$ cat config.mk
export PLATFORM = sky130hd
export DESIGN_NAME = radar_target_frame_parser_flat
export DESIGN_NICKNAME = d
export VERILOG_FILES = /design/src/rtfp_pkg.sv /design/src/rtfp_if.sv /design/src/rtfp_ram.sv /design/src/rtfp_isqrt.sv /design/src/radar_target_frame_parser.sv /design/src/flat_wrapper.sv
export SDC_FILE = /design/constraint.sdc
export NUM_CORES = 2
export LEC_CHECK = 0
export BUFFER_PORTS_ARGS = -buffer_cell sky130_fd_sc_hd__buf_2
export CAP_MARGIN = 20
export CORE_ASPECT_RATIO = 0.75
export CORE_UTILIZATION = 60
export CTS_CLUSTER_SIZE = 30
export DETAILED_ROUTE_END_ITERATION = 10
export PLACE_DENSITY = 0.77
export SLEW_MARGIN = 20
export SYNTH_ARGS = -nofsm -noshare
export SYNTH_HDL_FRONTEND = slang
export SYNTH_SLANG_ARGS = --single-unit
$ cat constraint.sdc
create_clock -name clk_i -period 11.09 [get_ports clk_i]
set_input_delay 0 -clock clk_i [delete_from_list [all_inputs] [get_ports clk_i]]
set_output_delay 0 -clock clk_i [all_outputs]
set_load 0.005 [all_outputs]
$ cat src/rtfp_pkg.sv
// Package for the radar target frame parser.
// Holds frame byte codes and the record struct; no dependencies.
package rtfp_pkg;
  localparam logic [7:0] TailA = 8'h55;
  localparam logic [7:0] TailB = 8'hCC;
  localparam logic [7:0] Hdr0 = 8'hAA;
  localparam logic [7:0] Hdr1 = 8'hFF;
  localparam logic [7:0] Hdr2 = 8'h03;
  localparam logic [7:0] Hdr3 = 8'h00;
  localparam logic [15:0] SignBit = 16'h8000;
  localparam logic [15:0] MagMask = 16'h7FFF;
  localparam int RecBytes = 8;

  typedef struct packed {
    logic [1:0]  slot;
    logic [15:0] pos_x;
    logic [15:0] pos_y;
    logic [15:0] velocity;
    logic [15:0] gate_resolution;
    logic [15:0] range_dist;
    logic        present;
    logic        header_seen;
    logic [1:0]  present_total;
    logic        last;
  } result_t;

  // Little-endian sign-magnitude word to two's complement.
  function automatic logic [15:0] sm_to_tc(input logic [15:0] w);
    logic [15:0] mag;
    mag = w & MagMask;
    return ((w & SignBit) != 16'd0) ? (16'd0 - mag) : mag;
  endfunction
endpackage

$ cat src/rtfp_if.sv
// Valid/ready channel interfaces for the frame parser.
// Depends on rtfp_pkg for the result struct.
interface rtfp_in_if;
  logic       valid;
  logic       ready;
  logic [7:0] rx_byte;
  modport source (output valid, output rx_byte, input ready);
  modport sink (input valid, input rx_byte, output ready);
endinterface

interface rtfp_out_if;
  logic              valid;
  logic              ready;
  rtfp_pkg::result_t data;
  modport source (output valid, output data, input ready);
  modport sink (input valid, input data, output ready);
endinterface

$ cat src/rtfp_ram.sv
// Generic single-port-write, one-read synchronous RAM with registered read.
// No dependencies.
module rtfp_ram #(
  parameter int Width = 8,
  parameter int Depth = 64
) (
  input  logic                     clk_i,
  input  logic                     we_i,
  input  logic [$clog2(Depth)-1:0] waddr_i,
  input  logic [Width-1:0]         wdata_i,
  input  logic [$clog2(Depth)-1:0] raddr_i,
  output logic [Width-1:0]         rdata_o
);
  logic [Width-1:0] mem [Depth];
  always_ff @(posedge clk_i) begin
    if (we_i) mem[waddr_i] <= wdata_i;
    rdata_o <= mem[raddr_i];
  end
endmodule

$ cat src/rtfp_isqrt.sv
// Iterative integer square root, one result bit per cycle.
// No dependencies; used by the frame parser top level.
module rtfp_isqrt (
  input  logic        clk_i,
  input  logic        rst_ni,
  input  logic        start_i,
  input  logic [31:0] n_i,
  output logic        done_o,
  output logic [15:0] root_o
);
  logic [31:0] rem_q, rem_d, root_q, root_d, bit_q, bit_d;
  logic        busy_q, busy_d;
  logic [31:0] trial;
  always_comb begin
    rem_d = rem_q; root_d = root_q; bit_d = bit_q; busy_d = busy_q;
    trial = root_q + bit_q;
    done_o = 1'b0;
    if (start_i) begin
      rem_d = n_i; root_d = '0; bit_d = 32'h4000_0000; busy_d = 1'b1;
    end else if (busy_q) begin
      if (bit_q == 32'd0) begin
        busy_d = 1'b0; done_o = 1'b1;
      end else begin
        if (rem_q >= trial) begin
          rem_d = rem_q - trial;
          root_d = (root_q >> 1) + bit_q;
        end else begin
          root_d = root_q >> 1;
        end
        bit_d = bit_q >> 2;
      end
    end
  end
  assign root_o = root_q[15:0];
  always_ff @(posedge clk_i or negedge rst_ni) begin
    if (!rst_ni) busy_q <= 1'b0;
    else busy_q <= busy_d;
  end
  always_ff @(posedge clk_i) begin
    rem_q <= rem_d; root_q <= root_d; bit_q <= bit_d;
  end
endmodule

$ cat src/radar_target_frame_parser.sv
// Radar target frame parser: line store in RAM, header scan, record decode.
// Depends on rtfp_pkg, rtfp_if, rtfp_ram and rtfp_isqrt.
// Flow: input bytes are taken only while idle. After a frame end the header
// scan issues one RAM read per cycle, then each decoded record is read (its 8
// bytes) and its square root taken, then the result items (MAX_TARGETS of
// them) go out one per cycle while the receiver is ready.
// Reset clears the fill index and all record slots; tcnt_q resets to MAX_TARGETS.
module radar_target_frame_parser #(
  parameter int BUFFER_DEPTH = 64,
  parameter int MAX_TARGETS = 3
) (
  input  logic       clk_i,
  input  logic       rst_ni,
  input  logic       cfg_we_i,
  input  logic [1:0] cfg_wdata_i,
  rtfp_in_if.sink    in_if,
  rtfp_out_if.source out_if
);
  localparam int AW = $clog2(BUFFER_DEPTH);
  localparam int IW = AW + 1;
  localparam logic [1:0] MaxT = 2'(MAX_TARGETS);

  localparam logic [2:0] SIdle = 3'd0, SScan = 3'd1, SRec = 3'd2, SSqrt = 3'd3,
                         SEmit = 3'd4;

  logic [2:0]    state_q, state_d;
  logic [IW-1:0] fill_q, fill_d, len_q, len_d;
  logic [7:0]    prev_q, prev_d;
  logic [1:0]    tcnt_q;
  logic [IW-1:0] ptr_q, ptr_d;       // address issued this cycle
  logic          rv_q, rv_d;         // read data valid next cycle
  logic [IW-1:0] rptr_q, rptr_d;     // address of data now returning
  logic [23:0]   win_q, win_d;       // last three scanned bytes
  logic [IW-1:0] hdr_q, hdr_d;
  logic          seen_q, seen_d;
  logic [1:0]    t_q, t_d;
  logic [63:0]   recb_q, recb_d;
  logic [1:0]    k_q, k_d;
  logic [15:0] rx_q [3], ry_q [3], rs_q [3], rr_q [3], rd_q [3];
  logic [2:0]  rvld_q;
  logic        wr_x, wr_d2;
  logic [15:0] nx, ny, ns, nr;
  logic [IW:0] rec_end;

  logic          we;
  logic [AW-1:0] waddr, raddr;
  logic [7:0]    rdata;
  logic          sq_start, sq_done;
  logic [15:0]   sq_root;
  logic [31:0]   sq_n;
  logic signed [15:0] sx, sy;

  rtfp_ram #(.Width(8), .Depth(BUFFER_DEPTH)) u_ram (
    .clk_i, .we_i(we), .waddr_i(waddr), .wdata_i(in_if.rx_byte),
    .raddr_i(raddr), .rdata_o(rdata)
  );

  rtfp_isqrt u_sqrt (
    .clk_i, .rst_ni, .start_i(sq_start), .n_i(sq_n), .done_o(sq_done), .root_o(sq_root)
  );

  assign in_if.ready = (state_q == SIdle);
  assign we = in_if.valid && in_if.ready;
  assign waddr = fill_q[AW-1:0];
  assign raddr = ptr_q[AW-1:0];

  assign nx = rtfp_pkg::sm_to_tc(recb_q[15:0]);
  assign ny = rtfp_pkg::sm_to_tc(recb_q[31:16]);
  assign ns = rtfp_pkg::sm_to_tc(recb_q[47:32]);
  assign nr = recb_q[63:48];
  assign sx = nx;
  assign sy = ny;
  assign sq_n = 32'(sx * sx) + 32'(sy * sy);

  // One past the last byte of record t_q; fixed while that record is read.
  assign rec_end = (IW+1)'(hdr_q) + (IW+1)'(4 + rtfp_pkg::RecBytes) +
                   (IW+1)'({t_q, 3'b000});

  always_comb begin
    state_d = state_q; fill_d = fill_q; len_d = len_q; prev_d = prev_q;
    ptr_d = ptr_q; rv_d = 1'b0; rptr_d = ptr_q; win_d = win_q; hdr_d = hdr_q;
    seen_d = seen_q; t_d = t_q; recb_d = recb_q; k_d = k_q;
    sq_start = 1'b0; wr_x = 1'b0; wr_d2 = 1'b0;
    case (state_q)
      SIdle: begin
        if (we) begin
          prev_d = in_if.rx_byte;
          if (fill_q + IW'(1) >= IW'(BUFFER_DEPTH)) begin
            fill_d = '0;
          end else if (fill_q >= IW'(1) && prev_q == rtfp_pkg::TailA &&
                       in_if.rx_byte == rtfp_pkg::TailB) begin
            len_d = fill_q + IW'(1);
            fill_d = '0;
            ptr_d = '0; rv_d = 1'b0; seen_d = 1'b0; t_d = '0; win_d = '0;
            state_d = SScan;
          end else begin
            fill_d = fill_q + IW'(1);
          end
        end
      end
      SScan: begin
        // Issue one read per cycle; compare the window as bytes return.
        if (ptr_q < len_q) begin
          ptr_d = ptr_q + IW'(1); rv_d = 1'b1;
        end
        rptr_d = ptr_q;
        if (rv_q) begin
          win_d = {win_q[15:0], rdata};
          if (rptr_q >= IW'(3) && win_q == {rtfp_pkg::Hdr0, rtfp_pkg::Hdr1,
              rtfp_pkg::Hdr2} && rdata == rtfp_pkg::Hdr3) begin
            seen_d = 1'b1;
            hdr_d = rptr_q - IW'(3);
            ptr_d = rptr_q + IW'(1);
            rv_d = 1'b0;
            state_d = SRec;
          end
        end
        if (state_d == SScan && !rv_q && ptr_q >= len_q) begin
          k_d = '0; state_d = SEmit;
        end
      end
      SRec: begin
        // ptr_q points at the first byte of record t_q on entry.
        if (t_q >= tcnt_q || t_q >= MaxT || rec_end > (IW+1)'(len_q)) begin
          if (!rv_q) begin
            k_d = '0; state_d = SEmit;
          end
        end else begin
          if (ptr_q - hdr_q - IW'(4) - IW'({t_q, 3'b000}) < IW'(rtfp_pkg::RecBytes)
              && !(rv_q && rptr_q - hdr_q - IW'(4) - IW'({t_q, 3'b000}) ==
                   IW'(rtfp_pkg::RecBytes - 1))) begin
            ptr_d = ptr_q + IW'(1); rv_d = 1'b1;
          end
          rptr_d = ptr_q;
        end
        if (rv_q) begin
          recb_d = {rdata, recb_q[63:8]};
          if (rptr_q - hdr_q - IW'(4) - IW'({t_q, 3'b000}) ==
              IW'(rtfp_pkg::RecBytes - 1)) begin
            rv_d = 1'b0;
            ptr_d = rptr_q + IW'(1);
            state_d = SSqrt;
          end
        end
      end
      SSqrt: begin
        if (!rv_q) begin
          // First cycle here launches the root; rv_q marks it launched.
          sq_start = 1'b1; rv_d = 1'b1; wr_x = 1'b1;
        end else begin
          rv_d = 1'b1;
          if (sq_done) begin
            wr_d2 = 1'b1; rv_d = 1'b0;
            t_d = t_q + 2'd1;
            state_d = SRec;
          end
        end
      end
      SEmit: begin
        if (out_if.ready) begin
          if (k_q == MaxT - 2'd1) state_d = SIdle;
          else k_d = k_q + 2'd1;
        end
      end
      default: state_d = SIdle;
    endcase
  end

  logic [1:0] total;
  always_comb begin
    total = '0;
    for (int i = 0; i < MAX_TARGETS; i++)
      if (rvld_q[i] && 2'(i) < tcnt_q) total = total + 2'd1;
  end

  assign out_if.valid = (state_q == SEmit);
  assign out_if.data.slot = k_q;
  assign out_if.data.pos_x = rx_q[k_q];
  assign out_if.data.pos_y = ry_q[k_q];
  assign out_if.data.velocity = rs_q[k_q];
  assign out_if.data.gate_resolution = rr_q[k_q];
  assign out_if.data.range_dist = rd_q[k_q];
  assign out_if.data.present = rvld_q[k_q];
  assign out_if.data.header_seen = seen_q;
  assign out_if.data.present_total = total;
  assign out_if.data.last = (k_q == MaxT - 2'd1);

  always_ff @(posedge clk_i or negedge rst_ni) begin
    if (!rst_ni) begin
      state_q <= SIdle; fill_q <= '0; tcnt_q <= MaxT; rv_q <= 1'b0; k_q <= '0;
      rvld_q <= '0; seen_q <= 1'b0; t_q <= '0;
      for (int i = 0; i < 3; i++) begin
        rx_q[i] <= '0; ry_q[i] <= '0; rs_q[i] <= '0; rr_q[i] <= '0; rd_q[i] <= '0;
      end
    end else begin
      state_q <= state_d; fill_q <= fill_d; rv_q <= rv_d; k_q <= k_d;
      seen_q <= seen_d; t_q <= t_d;
      if (cfg_we_i) tcnt_q <= (cfg_wdata_i > MaxT) ? MaxT : cfg_wdata_i;
      if (wr_x) begin
        rx_q[t_q] <= nx; ry_q[t_q] <= ny; rs_q[t_q] <= ns; rr_q[t_q] <= nr;
        rvld_q[t_q] <= (nr != 16'd0);
      end
      if (wr_d2) rd_q[t_q] <= sq_root;
    end
  end

  always_ff @(posedge clk_i) begin
    len_q <= len_d; prev_q <= prev_d; ptr_q <= ptr_d; rptr_q <= rptr_d;
    win_q <= win_d; hdr_q <= hdr_d; recb_q <= recb_d;
  end
endmodule
$ cat src/flat_wrapper.sv
// flat-port wrapper written by rule: the top's interface ports become plain ports
module radar_target_frame_parser_flat 
#(
  parameter int BUFFER_DEPTH = 64,
  parameter int MAX_TARGETS = 3
)
  (clk_i, rst_ni, cfg_we_i, cfg_wdata_i, in_if_valid, in_if_rx_byte, in_if_ready, out_if_valid, out_if_data, out_if_ready);
  rtfp_in_if in_if_i ();
  rtfp_out_if out_if_i ();
  input  logic clk_i;
  input  logic rst_ni;
  input  logic cfg_we_i;
  input  logic [1:0] cfg_wdata_i;
  input wire logic [$bits(in_if_i.valid)-1:0] in_if_valid;
  input wire logic [$bits(in_if_i.rx_byte)-1:0] in_if_rx_byte;
  output wire logic [$bits(in_if_i.ready)-1:0] in_if_ready;
  output wire logic [$bits(out_if_i.valid)-1:0] out_if_valid;
  output wire logic [$bits(out_if_i.data)-1:0] out_if_data;
  input wire logic [$bits(out_if_i.ready)-1:0] out_if_ready;
  assign in_if_i.valid = in_if_valid;
  assign in_if_i.rx_byte = in_if_rx_byte;
  assign in_if_ready = in_if_i.ready;
  assign out_if_valid = out_if_i.valid;
  assign out_if_data = out_if_i.data;
  assign out_if_i.ready = out_if_ready;
  radar_target_frame_parser #(.BUFFER_DEPTH(BUFFER_DEPTH), .MAX_TARGETS(MAX_TARGETS)) u_core (.clk_i(clk_i), .rst_ni(rst_ni), .cfg_we_i(cfg_we_i), .cfg_wdata_i(cfg_wdata_i), .in_if(in_if_i), .out_if(out_if_i));
endmodule
**Word-level counts from Yosys, hierarchy flattened**

Memory sizes are Yosys's and may differ from the RTL's. A register that Yosys moved wholly into a read port is not among the register bits.
Cells that the tools add are included.

- Bits in registers: 466
- Bits in writable memories: 512
- Bits of input ports: 15
- Output and inout port bits: 89
- Memories: 1

Memory list:

| name | depth | width | read ports | clocked after memory_dff | write ports | RTL line | text |
|---|---|---|---|---|---|---|---|
| u_core.u_ram.mem | 64 | 8 | 1 | 1 | 1 | rtfp_ram.sv:14 | `logic [Width-1:0] mem [Depth];` |

- $add $sub $neg: 23
- Multiply operators: 2
- Magnitude comparators: 20
- Equal/unequal tests: 24
- Muxes and demuxes: 114
- Bitwise logic cells: 4
- Reduce and logical (&&, ||, !) cells: 40

Operator list:

| cell | number |
|---|---|
| $bwmux W48 | 5 |
| $mux W16 | 14 |
| $bmux W16 S2 | 5 |
| $mux W32 | 5 |
| $mux W24 | 4 |
| $mux W7 | 12 |
| $mul A16 B16 Y32 | 2 |
| $pmux W24 S2 | 1 |
| $sub A1 B15 Y16 const A | 3 |
| $mux W3 | 15 |
| $add A31 B31 Y32 | 1 |
| $add A32 B31 Y32 | 1 |
| $add A32 B32 Y32 | 1 |
| $demux W16 S2 | 1 |
| $ge A32 B32 Y1 | 1 |
| $logic_not A32 Y1 | 1 |
| $sub A32 B32 Y32 | 1 |
| $mux W1 | 30 |
| $mux W2 | 13 |
| $eq A24 B24 Y1 const B | 1 |
| $add A7 B1 Y7 const B | 3 |
| $pmux W7 S3 | 1 |
| $ne A2 B1 Y1 const B | 9 |
| $reduce_and A6 Y1 | 3 |
| 55 further kinds | 94 |

**Depth between registers and ports, before layout**

- Depth in word-level cells: 12
- Mapped depth: 37
- Gate-level depth less buffers: 36

**Hierarchy**

From an unflattened synthesis, not the netlist that was laid out.

- Cell total of the unflattened synthesis: 5226
- Area, all modules: 62334.8 sq um

Modules (own cells, without submodules):

| module | times used | cells an instance | area each (sq um) | seq. area each (sq um) |
|---|---|---|---|---|
| radar_target_frame_parser | 1 | 3442 | 35376.4 | 10187.3 |
| rtfp_ram | 1 | 972 | 20190.6 | 15534.9 |
| rtfp_isqrt | 1 | 812 | 6767.7 | 1946.9 |

**Least setup slack after synthesis**

No wires, ideal clock.

- Kind: register to register
- From: reg u_core.recb_q[16]
- To: reg u_core.u_sqrt.rem_q[31] (data pin)
- Setup time: 0.267 ns
- Data arrival time: 8.546 ns
- Path slack: 2.277 ns
- Cell stages (with the launch flop): 33
- Path buffers: 2
- Cells stage by stage: edfxtp_1 -> inv_1 -> clkbuf_1 -> ha_1 -> nand2_1 -> or3_1 -> o41ai_1 -> xnor2_1 -> inv_1 -> buf_2 -> nor2_1 -> fa_1 -> fa_1 -> inv_1 -> fa_1 -> inv_1 -> fa_1 -> fa_1 -> fa_1 -> fa_1 -> inv_1 -> fa_1 -> inv_1 -> ha_1 -> a21oi_1 -> o21ai_0 -> nor3_1 -> a2111oi_0 -> a2111oi_1 -> nor3b_1 -> nor3_1 -> xnor2_1 -> mux2i_1

- Longest elaborated chain between the ends: 5

Ends and longest elaborated chain:

| element | RTL line | text |
|---|---|---|
| start: declaration | radar_target_frame_parser.sv:37 | `logic [63:0] recb_q, recb_d;` |
| start signal: assignment | radar_target_frame_parser.sv:209 | `win_q <= win_d; hdr_q <= hdr_d; recb_q <= recb_d;` |
| $sub A1 B15 Y16 | rtfp_pkg.sv:31 | `return ((w & SignBit) != 16'd0) ? (16'd0 - mag) : mag;` |
| $mux W16 | rtfp_pkg.sv:31 |  |
| named net u_core.ny[14] | radar_target_frame_parser.sv:42 | `logic [15:0] nx, ny, ns, nr;` |
| $mul A16 B16 Y32 | radar_target_frame_parser.sv:73 | `assign sq_n = 32'(sx * sx) + 32'(sy * sy);` |
| $add A32 B32 Y32 | radar_target_frame_parser.sv:73 |  |
| $mux W32 | rtfp_isqrt.sv:18 | `if (start_i) begin` |
| named net u_core.u_sqrt.rem_d[31] | rtfp_isqrt.sv:11 | `logic [31:0] rem_q, rem_d, root_q, root_d, bit_q, bit_d;` |
| end signal: assignment | rtfp_isqrt.sv:40 | `rem_q <= rem_d; root_q <= root_d; bit_q <= bit_d;` |
| end: declaration | rtfp_isqrt.sv:11 |  |

The timed path passes the listed nets, and every way through them passes these cells.
A chain may end at the register's enable or synchronous reset.

**Final worst setup path**

- From: reg u_core.recb_q[0]
- To: reg u_core.u_sqrt.rem_q[30] (data pin)

- Longest elaborated chain between the ends: 5

Ends and longest elaborated chain:

| element | RTL line |
|---|---|
| $sub A1 B15 Y16 | rtfp_pkg.sv:31 |
| $mux W16 (*) | rtfp_pkg.sv:31 |
| $mul A16 B16 Y32 (*) | radar_target_frame_parser.sv:73 |
| $add A32 B32 Y32 (*) | radar_target_frame_parser.sv:73 |
| $mux W32 (*) | rtfp_isqrt.sv:18 |
| named net u_core.u_sqrt.rem_d[30] | rtfp_isqrt.sv:11 |

Mark *: on every way through the listed nets, which the timed path passes. The rest lies on a longest branch.

==> flow_summary.rst <==
.. list-table::
   :header-rows: 1

   * - Metric
     - Value
   * - WL per Instance
     - 23.7 um
   * - CP max stage cell
     - inv_1
   * - Final critical path time including I/O delays and setup
     - 10.54 ns
   * - IO Count
     - 104
   * - Setup Fix Bufs, Post-CTS
     - 0
   * - Area enclosed by the die boundary
     - 104,000 um2
   * - EDFF count, synth
     - 661
   * - Post-synthesis instance total
     - 5,021
   * - Worst hold stages
     - 3
   * - Share of synthesized flip-flops with an asynchronous set or reset
     - 0.266
   * - Share of post-route cells with drive strength above 1
     - 0.126
   * - HP Start
     - cfg_we_i
   * - First-pass GRT wire length
     - 241,000 um
   * - Final count of negative-setup-slack endpoints
     - 0
   * - Run status
     - completed
   * - Synth warn
     - 0
   * - Root buf cell
     - clkbuf_16
   * - CTS-repair resized insts
     - 0
   * - Number of cell rows
     - 101
   * - RePlAce Congestion
     - 0.959
   * - Total detailed-routing wirelength
     - 155,000 um
   * - CP Launch Type
     - flip-flop
   * - Core outline area
     - 101,000 um2
   * - Peak supply drop
     - 0.159 mV
   * - CP Data Arrival Time
     - 10.94 ns
   * - Maximum number of pins on one net before global-route repair
     - 88
   * - CP max FO
     - 17
   * - Count of buffers from port buffering
     - 103
   * - Post-CTS clock slew at the launch and capture registers of the worst setup and hold paths
     - 0.07 ns
   * - Maximum cell stage delay along the critical path
     - 0.62 ns
   * - Leakage power total
     - 28.0 nW
   * - Number of vias in the routed layout
     - 39.7k
   * - Via count of the first global-routing pass
     - 40.6k
   * - Detailed-router iteration count before antenna repair
     - 6
   * - Sw Share
     - 0.297
   * - Residual overflow from global routing
     - 0
   * - Placed wire-length estimate after detailed placement
     - 106,000 um
   * - Logic gate share of total power
     - 0.217
   * - Antenna viol nets, final
     - 0
   * - Final-stage net count
     - 5,903
   * - Portion of the post-synthesis area used by sequential elements
     - 0.450
   * - Die width
     - 372 um
   * - Final Power
     - 0.00991 W
   * - Most repeated library cell on the critical path
     - fa_1
   * - Internal portion of total power
     - 0.00697 W
   * - Most common cell after layout, fill and taps aside
     - inv_1
   * - Sequential share of power
     - 0.440
   * - Clock Latency Late Sink
     - 0.77 ns
   * - Total negative slack for setup checks
     - 0 ns
   * - Launch instance of the worst register-to-register path
     - u_core.recb_q[0]
   * - Net Count, Synth
     - 5,827
   * - Via count normalized by instance count
     - 6.09
   * - Initial standard-cell utilization of the core
     - 0.606
   * - Launch point of the critical path
     - u_core.recb_q[0]
   * - Min-delay worst type
     - input port to flip-flop
   * - Area overhead of the layout relative to synthesis
     - 8.83%
   * - End-of-flow core utilization
     - 0.660
   * - Count of routing violations after the opening detailed-route iteration
     - 4,495
   * - Upper clock frequency limit
     - 0.0949 GHz
   * - Yosys cell types
     - 85
   * - Mean Syn Cell Area
     - 12.2 um2
   * - Area of the mapped netlist
     - 61,500 um2
   * - Total of flip-flops plus latches after synthesis
     - 986
   * - Hold_buf cts
     - 19
   * - Most used flip-flop cell after synthesis
     - edfxtp_1
   * - Worst setup path category
     - flip-flop to flip-flop
   * - Worst-Margin Slew
     - 1.16 ns
   * - Maximum root-to-sink buffer count
     - 3
   * - MaxCap Viol Count
     - 0
   * - Clock network power share
     - 0.343
   * - Final hold vios
     - 0
   * - Die boundary height
     - 279 um
   * - Number of CTS-inserted buffers
     - 93
   * - Worst Path Required
     - 11.49 ns
   * - Final routed DRC violation total
     - 0
   * - Crit share post-route
     - 0.950
   * - Max-slew violations
     - 0
   * - Commonest non-fill, non-tap cells in the layout
     - inv_1 (711), edfxtp_1 (661), fa_1 (528)
   * - CTS Sinks
     - 986
   * - Reg2Reg Depth
     - 31
   * - CTS tree
     - built
   * - Setup repair after global routing missed its margin
     - false
   * - Switching component of the power
     - 0.00294 W
   * - Slew HR
     - 0.228
   * - Number of antenna violations at the first check in global routing
     - 6
   * - Number of H-tree levels
     - 3
   * - Worst Setup End Kind
     - flip-flop
   * - Global Route Usage Sum
     - 0.308
   * - Final Skew
     - 0.0964 ns
   * - Power per Cell Area
     - 148 nW/um2
## flip-flops by register name, indices dropped and copies added, names as in the netlist, 16 cells and up
name	count
u_core.u_ram.mem	512
u_core.recb_q	64
u_core.rd_q	48
u_core.rr_q	48
u_core.rs_q	48
u_core.rx_q	48
u_core.ry_q	48
u_core.u_sqrt.rem_q	32
u_core.u_sqrt.root_q	32
u_core.win_q	24
u_core.u_sqrt.bit_q	16
## cell usage after synthesis, types with 18 or more instances
library cell	instances	area [um2]
a31oi_1	30	188
ha_1	263	3290
xnor2_1	117	1020
xor2_1	94	823
dfxtp_1	63	1260
fa_1	528	10600
a21oi_1	138	691
nor2b_1	18	113
o21ai_0	309	1550
nand3_1	33	165
nand2b_1	25	156
edfxtp_1	661	19800
nor2_1	291	1090
o21bai_1	18	135
mux2i_1	91	911
o21a_1	18	135
nand4_1	20	125
nand2_1	530	1990
inv_1	711	2670
dfrtp_1	260	6510
nor3_1	32	160
and3_1	39	244
mux2_2	118	1330
mux4_2	168	3780
clkbuf_1	175	657
a21o_1	38	285
## cells by family after synthesis
family          Yosys count  synth area share
simple gates           1065            0.0748
flops                   986             0.450
buf+inv                 932            0.0577
fa+ha+maj               791             0.226
compound gates          659            0.0637
mux                     377            0.0980
xor+xnor                211            0.0301
## cell type report
type / count / area [um2]
diodes: 5 / 12.5
clock buffers: 126 / 2580
clock inverters: 46 / 664
fillers: 7210 / 34500
inverters: 723 / 2710
multi-input cells: 3103 / 30300
flip-flops and latches: 986 / 27700
well taps: 1339 / 1680
repair buffers: 190 / 1250
## metal layers
layer | part of all wire | track usage
met5 | 0.00018 | 0
met4 | 0.026 | 0.0847
met3 | 0.11 | 0.0807
met2 | 0.45 | 0.451
met1 | 0.42 | 0.456
## through the flow
stage	setup slack, ns	cells	cell area, um2	hold WS [ns]
2_1_floorplan	2.28	5021	61500	-0.296
3_3_place_gp	0.855	6322	63400	0.0292
3_5_place_dp	0.464	6322	63400	0.0365
4_1_cts	0.455	6513	66900	0.0262
5_1_grt	0.0266	6513	66900	0.0699
6_report	0.552	6518	66900	0.0813
## final timing paths
check                                                to  slack, ns
worst min-delay path                   u_core.tcnt_q[0]       0.08
min in group asynchronous               u_core.rx_q[35]       0.47
max in group asynchronous               u_core.rs_q[35]       9.13
worst max-delay path            u_core.u_sqrt.rem_q[30]       0.55
worst max register to register  u_core.u_sqrt.rem_q[30]       0.55
worst min register to register          u_core.rs_q[41]       0.48
## power groups by stage
| stage | combinational (W) | clock (W) | sequential (W) |
|---|---|---|---|
| 2_1_floorplan | 0.00152 | 0 | 0.00427 |
| 4_1_cts | 0.00213 | 0.00342 | 0.00435 |
| 6_report | 0.00215 | 0.00340 | 0.00436 |
| 3_3_place_gp | 0.00203 | 0 | 0.00441 |
| 5_1_grt | 0.00226 | 0.00356 | 0.00438 |
| 3_5_place_dp | 0.00209 | 0 | 0.00442 |
## critical path, delay by kind of cell, from the launching register on
kind / cells / cell delay, ns
and+or+nand+nor: 6 / 1.56
buffers and inverters: 6 / 1.16
DFF: 1 / 0.51
xor gates and xnor gates: 2 / 0.63
adders and majority gates: 9 / 4.28
AOI/OAI and AO/OA: 8 / 2.07
Power figures use the tool's default switching activity.
